## src/sv/bvm_pkg.sv

```systemverilog
// Shared types and codes for the byte VM ALU executor.
`default_nettype none

package bvm_pkg;

   // Item actions
   localparam logic [1:0] ACT_EXEC = 2'd0;
   localparam logic [1:0] ACT_LOAD = 2'd1;
   localparam logic [1:0] ACT_END  = 2'd2;

   // Instruction opcodes
   localparam logic [7:0] OP_ADD = 8'd0;
   localparam logic [7:0] OP_SUB = 8'd1;
   localparam logic [7:0] OP_MUL = 8'd2;
   localparam logic [7:0] OP_DIV = 8'd3;

   // Result status codes
   localparam logic [2:0] STAT_EXECUTED = 3'd0;
   localparam logic [2:0] STAT_LOADED   = 3'd1;
   localparam logic [2:0] STAT_END_HALT = 3'd2;
   localparam logic [2:0] STAT_DIV_HALT = 3'd3;
   localparam logic [2:0] STAT_UNK_HALT = 3'd4;
   localparam logic [2:0] STAT_REFUSED  = 3'd5;
   localparam logic [2:0] STAT_IGNORED  = 3'd6;

   localparam int CONST_COUNT_W = 9;

   typedef struct packed {
      logic [1:0] action;
      logic [7:0] opcode;
      logic [7:0] dest_slot;
      logic [7:0] src_a_slot;
      logic [7:0] src_b_slot;
      logic [7:0] load_value;
   } req_item_type;

   typedef struct packed {
      logic [2:0] status;
      logic [7:0] result_slot;
      logic [7:0] result_value;
      logic       halted;
   } rsp_item_type;

   typedef enum logic {
      ST_IDLE,
      ST_EXEC
   } state_type;

   // Controller to datapath commands
   typedef struct packed {
      logic launch;   // capture item, read both operand slots
      logic retire;   // compute, write back, emit result beat
   } ctl_cmd_type;

endpackage

`default_nettype wire

```

## src/sv/bvm_controller.sv

```systemverilog
// Sequencing state machine for the byte VM ALU executor.
`default_nettype none

module bvm_controller
   import bvm_pkg::*;
(
   input  wire logic        clock,
   input  wire logic        reset,
   input  wire logic        start,
   output logic             busy,
   output ctl_cmd_type      cmd
);

   state_type state_ff;
   state_type state_in;

   // Hold state
   always_ff @(posedge clock) begin
      if (reset) begin
         state_ff <= ST_IDLE;
      end else begin
         state_ff <= state_in;
      end
   end

   // Next state: IDLE reads the operands on start, EXEC executes and returns to IDLE
   always_comb begin
      state_in = state_ff;
      unique case (state_ff)
         ST_IDLE: begin
            if (start) state_in = ST_EXEC;
         end
         ST_EXEC: begin
            state_in = ST_IDLE;
         end
      endcase
   end

   // Outputs
   always_comb begin
      busy       = 1'b0;
      cmd.launch = 1'b0;
      cmd.retire = 1'b0;
      unique case (state_ff)
         ST_IDLE: begin
            cmd.launch = start;
         end
         ST_EXEC: begin
            busy       = 1'b1;
            cmd.retire = 1'b1;
         end
      endcase
   end

   // Every accepted item retires in the following cycle
   a_launch_retires: assert property (@(posedge clock) disable iff (reset)
      cmd.launch |=> cmd.retire)
      else $error("accepted item did not retire");

   // Retire lasts a single cycle per item
   a_retire_single: assert property (@(posedge clock) disable iff (reset)
      cmd.retire |=> !cmd.retire)
      else $error("retire held for two cycles");

   // No new item while one is retiring
   a_no_overlap: assert property (@(posedge clock) disable iff (reset)
      cmd.retire |-> !cmd.launch)
      else $error("launch overlaps retire");

endmodule

`default_nettype wire

```

## src/sv/bvm_datapath.sv

```systemverilog
// Value store, operand fetch, ALU and status decode for the byte VM.
`default_nettype none

module bvm_datapath
   import bvm_pkg::*;
#(
   parameter int SLOT_COUNT = 256
)
(
   input  wire logic                     clock,
   input  wire logic                     reset,
   input  wire ctl_cmd_type              cmd,
   input  wire req_item_type             req_item,
   input  wire logic                     csr_we,
   input  wire logic [CONST_COUNT_W-1:0] csr_wdata,
   output rsp_item_type                  rsp_item
);

   localparam int ADDR_W = (SLOT_COUNT > 1) ? $clog2(SLOT_COUNT) : 1;
   localparam logic [8:0] SLOT_LIMIT = 9'(SLOT_COUNT);

   logic [7:0]              store_mem [SLOT_COUNT];
   logic [SLOT_COUNT-1:0]   valid_ff;
   req_item_type            item_ff;
   logic [7:0]              rd_a_ff;
   logic [7:0]              rd_b_ff;
   logic                    rd_a_ok_ff;
   logic                    rd_b_ok_ff;
   logic                    halt_ff;
   logic                    halt_in;
   logic [CONST_COUNT_W-1:0] const_count_ff;

   logic                    a_in_range;
   logic                    b_in_range;
   logic                    dest_in_range;
   logic [ADDR_W-1:0]       a_idx;
   logic [ADDR_W-1:0]       b_idx;
   logic [ADDR_W-1:0]       w_idx;
   logic [7:0]              opnd_a;
   logic [7:0]              opnd_b;
   logic [15:0]             product;
   logic [7:0]              alu_out;
   logic                    wr_req;
   logic [7:0]              wr_data;
   logic                    wr_en;

   assign a_in_range    = {1'b0, req_item.src_a_slot} < SLOT_LIMIT;
   assign b_in_range    = {1'b0, req_item.src_b_slot} < SLOT_LIMIT;
   assign dest_in_range = {1'b0, item_ff.dest_slot} < SLOT_LIMIT;
   assign a_idx         = req_item.src_a_slot[ADDR_W-1:0];
   assign b_idx         = req_item.src_b_slot[ADDR_W-1:0];
   assign w_idx         = item_ff.dest_slot[ADDR_W-1:0];

   // Hold the constant count register
   always_ff @(posedge clock) begin
      if (reset) begin
         const_count_ff <= '0;
      end else if (csr_we) begin
         const_count_ff <= csr_wdata;
      end
   end

   // Capture the item and read both operands on launch; write back on retire
   always_ff @(posedge clock) begin
      if (cmd.launch) begin
         item_ff    <= req_item;
         rd_a_ff    <= store_mem[a_idx];
         rd_b_ff    <= store_mem[b_idx];
         rd_a_ok_ff <= a_in_range && valid_ff[a_idx];
         rd_b_ok_ff <= b_in_range && valid_ff[b_idx];
      end
      if (wr_en) begin
         store_mem[w_idx] <= wr_data;
      end
   end

   // Mark written slots; unwritten slots read as zero
   always_ff @(posedge clock) begin
      if (reset) begin
         valid_ff <= '0;
      end else if (wr_en) begin
         valid_ff[w_idx] <= 1'b1;
      end
   end

   // Hold the halt flag
   always_ff @(posedge clock) begin
      if (reset) begin
         halt_ff <= 1'b0;
      end else begin
         halt_ff <= halt_in;
      end
   end

   // ALU
   assign opnd_a  = rd_a_ok_ff ? rd_a_ff : 8'd0;
   assign opnd_b  = rd_b_ok_ff ? rd_b_ff : 8'd0;
   assign product = opnd_a * opnd_b;

   always_comb begin
      case (item_ff.opcode)
         OP_ADD:  alu_out = opnd_a + opnd_b;
         OP_SUB:  alu_out = opnd_a - opnd_b;
         default: alu_out = product[7:0];
      endcase
   end

   // Decode the item into status, write back and halt
   always_comb begin
      rsp_item.status       = STAT_IGNORED;
      rsp_item.result_slot  = 8'd0;
      rsp_item.result_value = 8'd0;
      wr_req                = 1'b0;
      wr_data               = item_ff.load_value;
      halt_in               = halt_ff;
      if (!halt_ff) begin
         unique case (item_ff.action)
            ACT_LOAD: begin
               rsp_item.status       = STAT_LOADED;
               rsp_item.result_slot  = item_ff.dest_slot;
               rsp_item.result_value = item_ff.load_value;
               wr_req                = 1'b1;
            end
            ACT_EXEC: begin
               unique case (item_ff.opcode) inside
                  OP_ADD, OP_SUB, OP_MUL: begin
                     rsp_item.result_slot = item_ff.dest_slot;
                     if ({1'b0, item_ff.dest_slot} < const_count_ff) begin
                        rsp_item.status = STAT_REFUSED;
                     end else begin
                        rsp_item.status       = STAT_EXECUTED;
                        rsp_item.result_value = alu_out;
                        wr_req                = 1'b1;
                        wr_data               = alu_out;
                     end
                  end
                  OP_DIV: begin
                     rsp_item.status = STAT_DIV_HALT;
                     halt_in         = 1'b1;
                  end
                  default: begin
                     rsp_item.status = STAT_UNK_HALT;
                     halt_in         = 1'b1;
                  end
               endcase
            end
            default: begin
               // end of program, and the spare action code
               rsp_item.status = STAT_END_HALT;
               halt_in         = 1'b1;
            end
         endcase
      end
      if (!cmd.retire) begin
         halt_in = halt_ff;
      end
      rsp_item.halted = halt_in;
   end

   // Drop writes beyond the store
   assign wr_en = cmd.retire && wr_req && dest_in_range;

endmodule

`default_nettype wire

```

## src/sv/byte_vm_alu_executor_core.sv

```systemverilog
// Top level of the byte VM ALU executor: controller plus datapath.
//
//   channel   ports                          direction  handshake
//   request   start, busy, req_item          in         start && !busy
//   response  rsp_strobe, rsp_item           out        one-cycle strobe
//   csr       csr_we, csr_wdata              in         write on csr_we
//
// Each item runs as follows: the accept edge reads both operand slots into
// registers, the next cycle computes, writes back and drives the result
// beat. The store's synchronous read followed by write-back sets this split.
// Reset clears the halt flag, const_count and the per-slot valid bits at
// once, so the store reads as all zero with no clearing pass.
// The receiver cannot stall; busy is high only during the execute cycle.
`default_nettype none

module byte_vm_alu_executor_core
   import bvm_pkg::*;
#(
   parameter int SLOT_COUNT = 256
)
(
   input  wire logic                     clock,
   input  wire logic                     reset,
   input  wire logic                     start,
   output logic                          busy,
   input  wire req_item_type             req_item,
   output logic                          rsp_strobe,
   output rsp_item_type                  rsp_item,
   input  wire logic                     csr_we,
   input  wire logic [CONST_COUNT_W-1:0] csr_wdata
);

   ctl_cmd_type cmd;

   bvm_controller u_controller (
      .clock (clock),
      .reset (reset),
      .start (start),
      .busy  (busy),
      .cmd   (cmd)
   );

   bvm_datapath #(
      .SLOT_COUNT (SLOT_COUNT)
   ) u_datapath (
      .clock     (clock),
      .reset     (reset),
      .cmd       (cmd),
      .req_item  (req_item),
      .csr_we    (csr_we),
      .csr_wdata (csr_wdata),
      .rsp_item  (rsp_item)
   );

   // Result beat follows the retire command
   assign rsp_strobe = cmd.retire;

endmodule

`default_nettype wire
```

## config.mk

```make
export PLATFORM = sky130hd
export DESIGN_NAME = byte_vm_alu_executor_core
export DESIGN_NICKNAME = d
export VERILOG_FILES = /design/src/sv/bvm_pkg.sv /design/src/sv/bvm_controller.sv /design/src/sv/bvm_datapath.sv /design/src/sv/byte_vm_alu_executor_core.sv
export SDC_FILE = /design/constraint.sdc
export NUM_CORES = 2
export LEC_CHECK = 0
export ABC_AREA = 1
export BUFFER_PORTS_ARGS = -buffer_cell sky130_fd_sc_hd__buf_2
export CELL_PAD_IN_SITES_DETAIL_PLACEMENT = 1
export CELL_PAD_IN_SITES_GLOBAL_PLACEMENT = 2
export CORE_ASPECT_RATIO = 1.25
export CORE_UTILIZATION = 46
export CTS_BUF_LIST = sky130_fd_sc_hd__clkbuf_8
export DETAILED_ROUTE_END_ITERATION = 8
export PLACE_DENSITY = 0.95
export SETUP_SLACK_MARGIN = 0.05
export SLEW_MARGIN = 15
export SYNTH_ARGS = -nofsm -noshare
export SYNTH_HDL_FRONTEND = slang
export SYNTH_SLANG_ARGS = --single-unit
```

## constraint.sdc

```tcl
create_clock -name clock -period 33.7 [get_ports clock]
set_clock_uncertainty 0.15 [all_clocks]
set_input_delay 1.685 -clock clock [delete_from_list [all_inputs] [get_ports clock]]
set_output_delay 1.685 -clock clock [all_outputs]
set_load 0.1 [all_outputs]
```

==> flow_summary.yaml <==
outcome:
  outcome: "finished, final reports clean"
sta:
  achievable-frequency_ghz: 0.1214
  slew-limit-headroom: 0.1498
  fin_setup_tns_ps: 0
  final-hold-violation-count: 0
  timing.final.setup_violations: 0
  worst-slew-pin-transition_ps: 1275
  post-route-period-util: 0.2445
  grt_setup_unrepaired: "no"
  final_max_slew_viol_count: 0
  timing.final.crit_period_ps: 8240
clock_tree:
  hold_buffers: 0
  cts.reportedPaths.clkPinSlew_ps: 70
  cts_max_path_buffers: 4
  worst_skew_pair.late_latency_ps: 1110
  numClockSinks: 2359
  clock_tree.root_cell: "clkbuf_8"
  postCtsSetupBuffers: 0
  tritoncts: "built"
  cts-htree-levels: 5
  number_of_buffers_created_by_cts: 392
  post_cts.resized_instances: 0
setup_path:
  required_ps: 31860
  category_of_the_worst_setup_path_capture_point: "output pin"
  cp_class: "reg2out"
  slowest_delay_ps: 840
  setup.worst_path.start_class: "flop"
  crit_top_cell: "nand2_1"
  cp_slowest_cell: "edfxtp_1"
  maximum_net_fanout_on_the_critical_path: 9
  critPathArrivalTime_ps: 6400
power:
  vdd_ir_drop_max_mv: 0.03350
  cellPowerDensity_nw_per_um2: 51.61
  leakage_nw: 44.38
floorplanning:
  floorplan.io_pins: 77
  fp.dieW_um: 452.2
  die_h_um: 564.7
  core_area_um2: 251800
  fp.dieArea_um2: 255300
  row_count: 206
  start_util: 0.4627
routing:
  drt_drc_violations_left: 0
  detailed_route_wire_length_um: 493100
  route.detailed.wl_per_inst_um: 30.59
  vias: 107900
  detailedRoute.firstIterationViolations: 13260
  detail_route.first_pass.iterations: 9
  antenna_left: 0
  viasPerCell: 6.693
layout:
  area.growth.synth_to_final_pct: 8.449
  final_net_count: 12550
  final_layout_size_suffix_gt1_frac: 0.06498
  layoutNonFillerInstCount: 16120
min_path:
  holdCritPathClass: "reg2reg"
global_route:
  grt_max_degree: 194
  grt_antenna_before_repair: 30
  wire_length_of_the_first_global_routing_pass_um: 711900
  first_global_vias: 110600
  overall_routing_resource_usage: 0.3727
  globalRoute.totalOverflow: 0
logic_synthesis:
  synth.avg_cell_area_um2: 9.040
  synth_warnings: 0
  postSynthRegisterBits: 2359
  synth.cells.most_frequent: "2,321 x o21ai_0, 2,143 x nor2_1, 2,092 x edfxtp_1, 1,401 x nand2_1, 1,260 x nand3_1"
  synth_async_sr_flop_share: 0
  synth_nets: 12990
  most_repeated_cell_in_the_gate_level_netlist_after_synthesis: "o21ai_0"
  synthDominantCellAreaShare: 0.5391
  synth-edff-count: 2092
  synth.lib_cells_used.distinct: 39
  synthesis.area_um2: 116500
  synth.top_cells.by_area: "edfxtp_1 54%, o21ai_0 10%, nor2_1 6.9%, o22ai_1 5.5%, nand3_1 5.4%"
  synth_sequential_area_ratio: 0.5850
  synth_flop_cell: "edfxtp_1"
  yosys.area.top_type: "edfxtp_1"
  synth_cells: 12890
placed_design:
  dp_hpwl_um: 285700
  placed_cells: 15380
  io_buffer_count: 76
  gp_routability_congestion: 0.8993
run:
  drv_cap: 0
-- flip-flops by register name, summed over array words and instances, names as in the netlist --
signal / count
u_datapath.valid_ff: 256
u_datapath.const_count_ff: 9
u_datapath.item_ff: 18
u_datapath.store_mem: 2048
u_datapath.rd_a_ff: 8
u_datapath.rd_a_ok_ff: 1
u_datapath.halt_ff: 1
u_datapath.rd_b_ok_ff: 1
u_datapath.rd_b_ff: 8
u_datapath.w_idx: 8
u_controller.state_ff: 1
-- where the power goes --
group          internal (mW)  switching, mW  total (mW)  leakage, nW
Combinational          0.166          0.580       0.746         19.1
Clock                   1.31           1.26        2.58         4.34
Sequential              3.19         0.0104        3.20         21.0
-- metal layers --
| metal | wire [um] | GRT usage |
|---|---|---|
| met5 | 320 | 0.003720 |
| met4 | 42130 | 0.2943 |
| met3 | 49680 | 0.07224 |
| met2 | 225300 | 0.5898 |
| met1 | 175600 | 0.4463 |
-- critical path, delay by kind of cell, from the launching register on --
kind,cells,cell delay [ps]
fa+ha+maj,4,1800
flops,1,840
buf+inv,6,940
simple gates,13,1450
compound gates,2,330
-- cells in the final DEF (no fill, tap or decap), drive strengths merged --
master and n:
nor3 19, o211ai 3, a31oi 2, nand2 1402, a21oi 526, diode 16, a21o 1, xor2 8
nand3b 2, bufinv 19, nand3 1260, clkbuf 427, clkinv 161, o22ai 1024, ha 32, inv 752
clkinvlp 9, buf 236, or2 6, o31ai 2, a211oi 10, o21bai 3, edfxtp 2092, a221oi 1
dfxtp 267, nor2 2144, o21ai 2326, xnor2 2, and2 16, fa 12, nand4 9
-- final timing paths --
path	to	startpoint	slack [ps]	cells past startpoint
setup / recovery	rsp_item[8]	u_datapath.rd_a_ok_ff$_DFFE_PP_	25460	25
hold / removal	u_datapath.const_count_ff[0]$_SDFFE_PP0P_	u_datapath.const_count_ff[0]$_SDFFE_PP0P_	320	2
setup reg to reg	u_datapath.store_mem[111][5]$_DFFE_PP_	u_datapath.rd_a_ok_ff$_DFFE_PP_	26580	18
hold reg to reg	u_datapath.const_count_ff[0]$_SDFFE_PP0P_	u_datapath.const_count_ff[0]$_SDFFE_PP0P_	320	2
-- kinds of logic (layout without fill, tap and decap cells) --
group           Yosys count  in the layout  share of synthesized area
compound gates         3898           3898                     0.1790
xor+xnor                 10             10                  0.0007517
fa+ha+maj                44             44                   0.005498
buf+inv                1721           1604                    0.05743
flops                  2359           2359                     0.5850
other cells               0             16                          0
simple gates           4858           4858                     0.1723
-- final cells by class --
cell class	instances	area, um^2
diodes	16	40.04
clock buffers	427	5877
clock inverters	294	1760
fillers	28610	125500
inverters	647	2486
multi-input cells	8810	41880
flip-flops and latches	2359	68170
well taps	3328	4164
repair buffers	236	1989
-- through the flow --
step	worst slack, ps	utilization	hold slack [ps]	instance area, um^2	power (mW)
final	25460	0.5018	316.1	126400	6.521
after global routing	25130	0.5017	339.0	126300	6.669
after CTS	25410	0.5014	314.9	126300	6.494
after detailed placement	25640	0.4711	305.4	118600	3.974
after global placement	25830	0.4711	300.3	118600	3.951
after floorplan	19870	-	291.0	116500	3.701
Note: power is estimated with default switching activity, not from simulation.
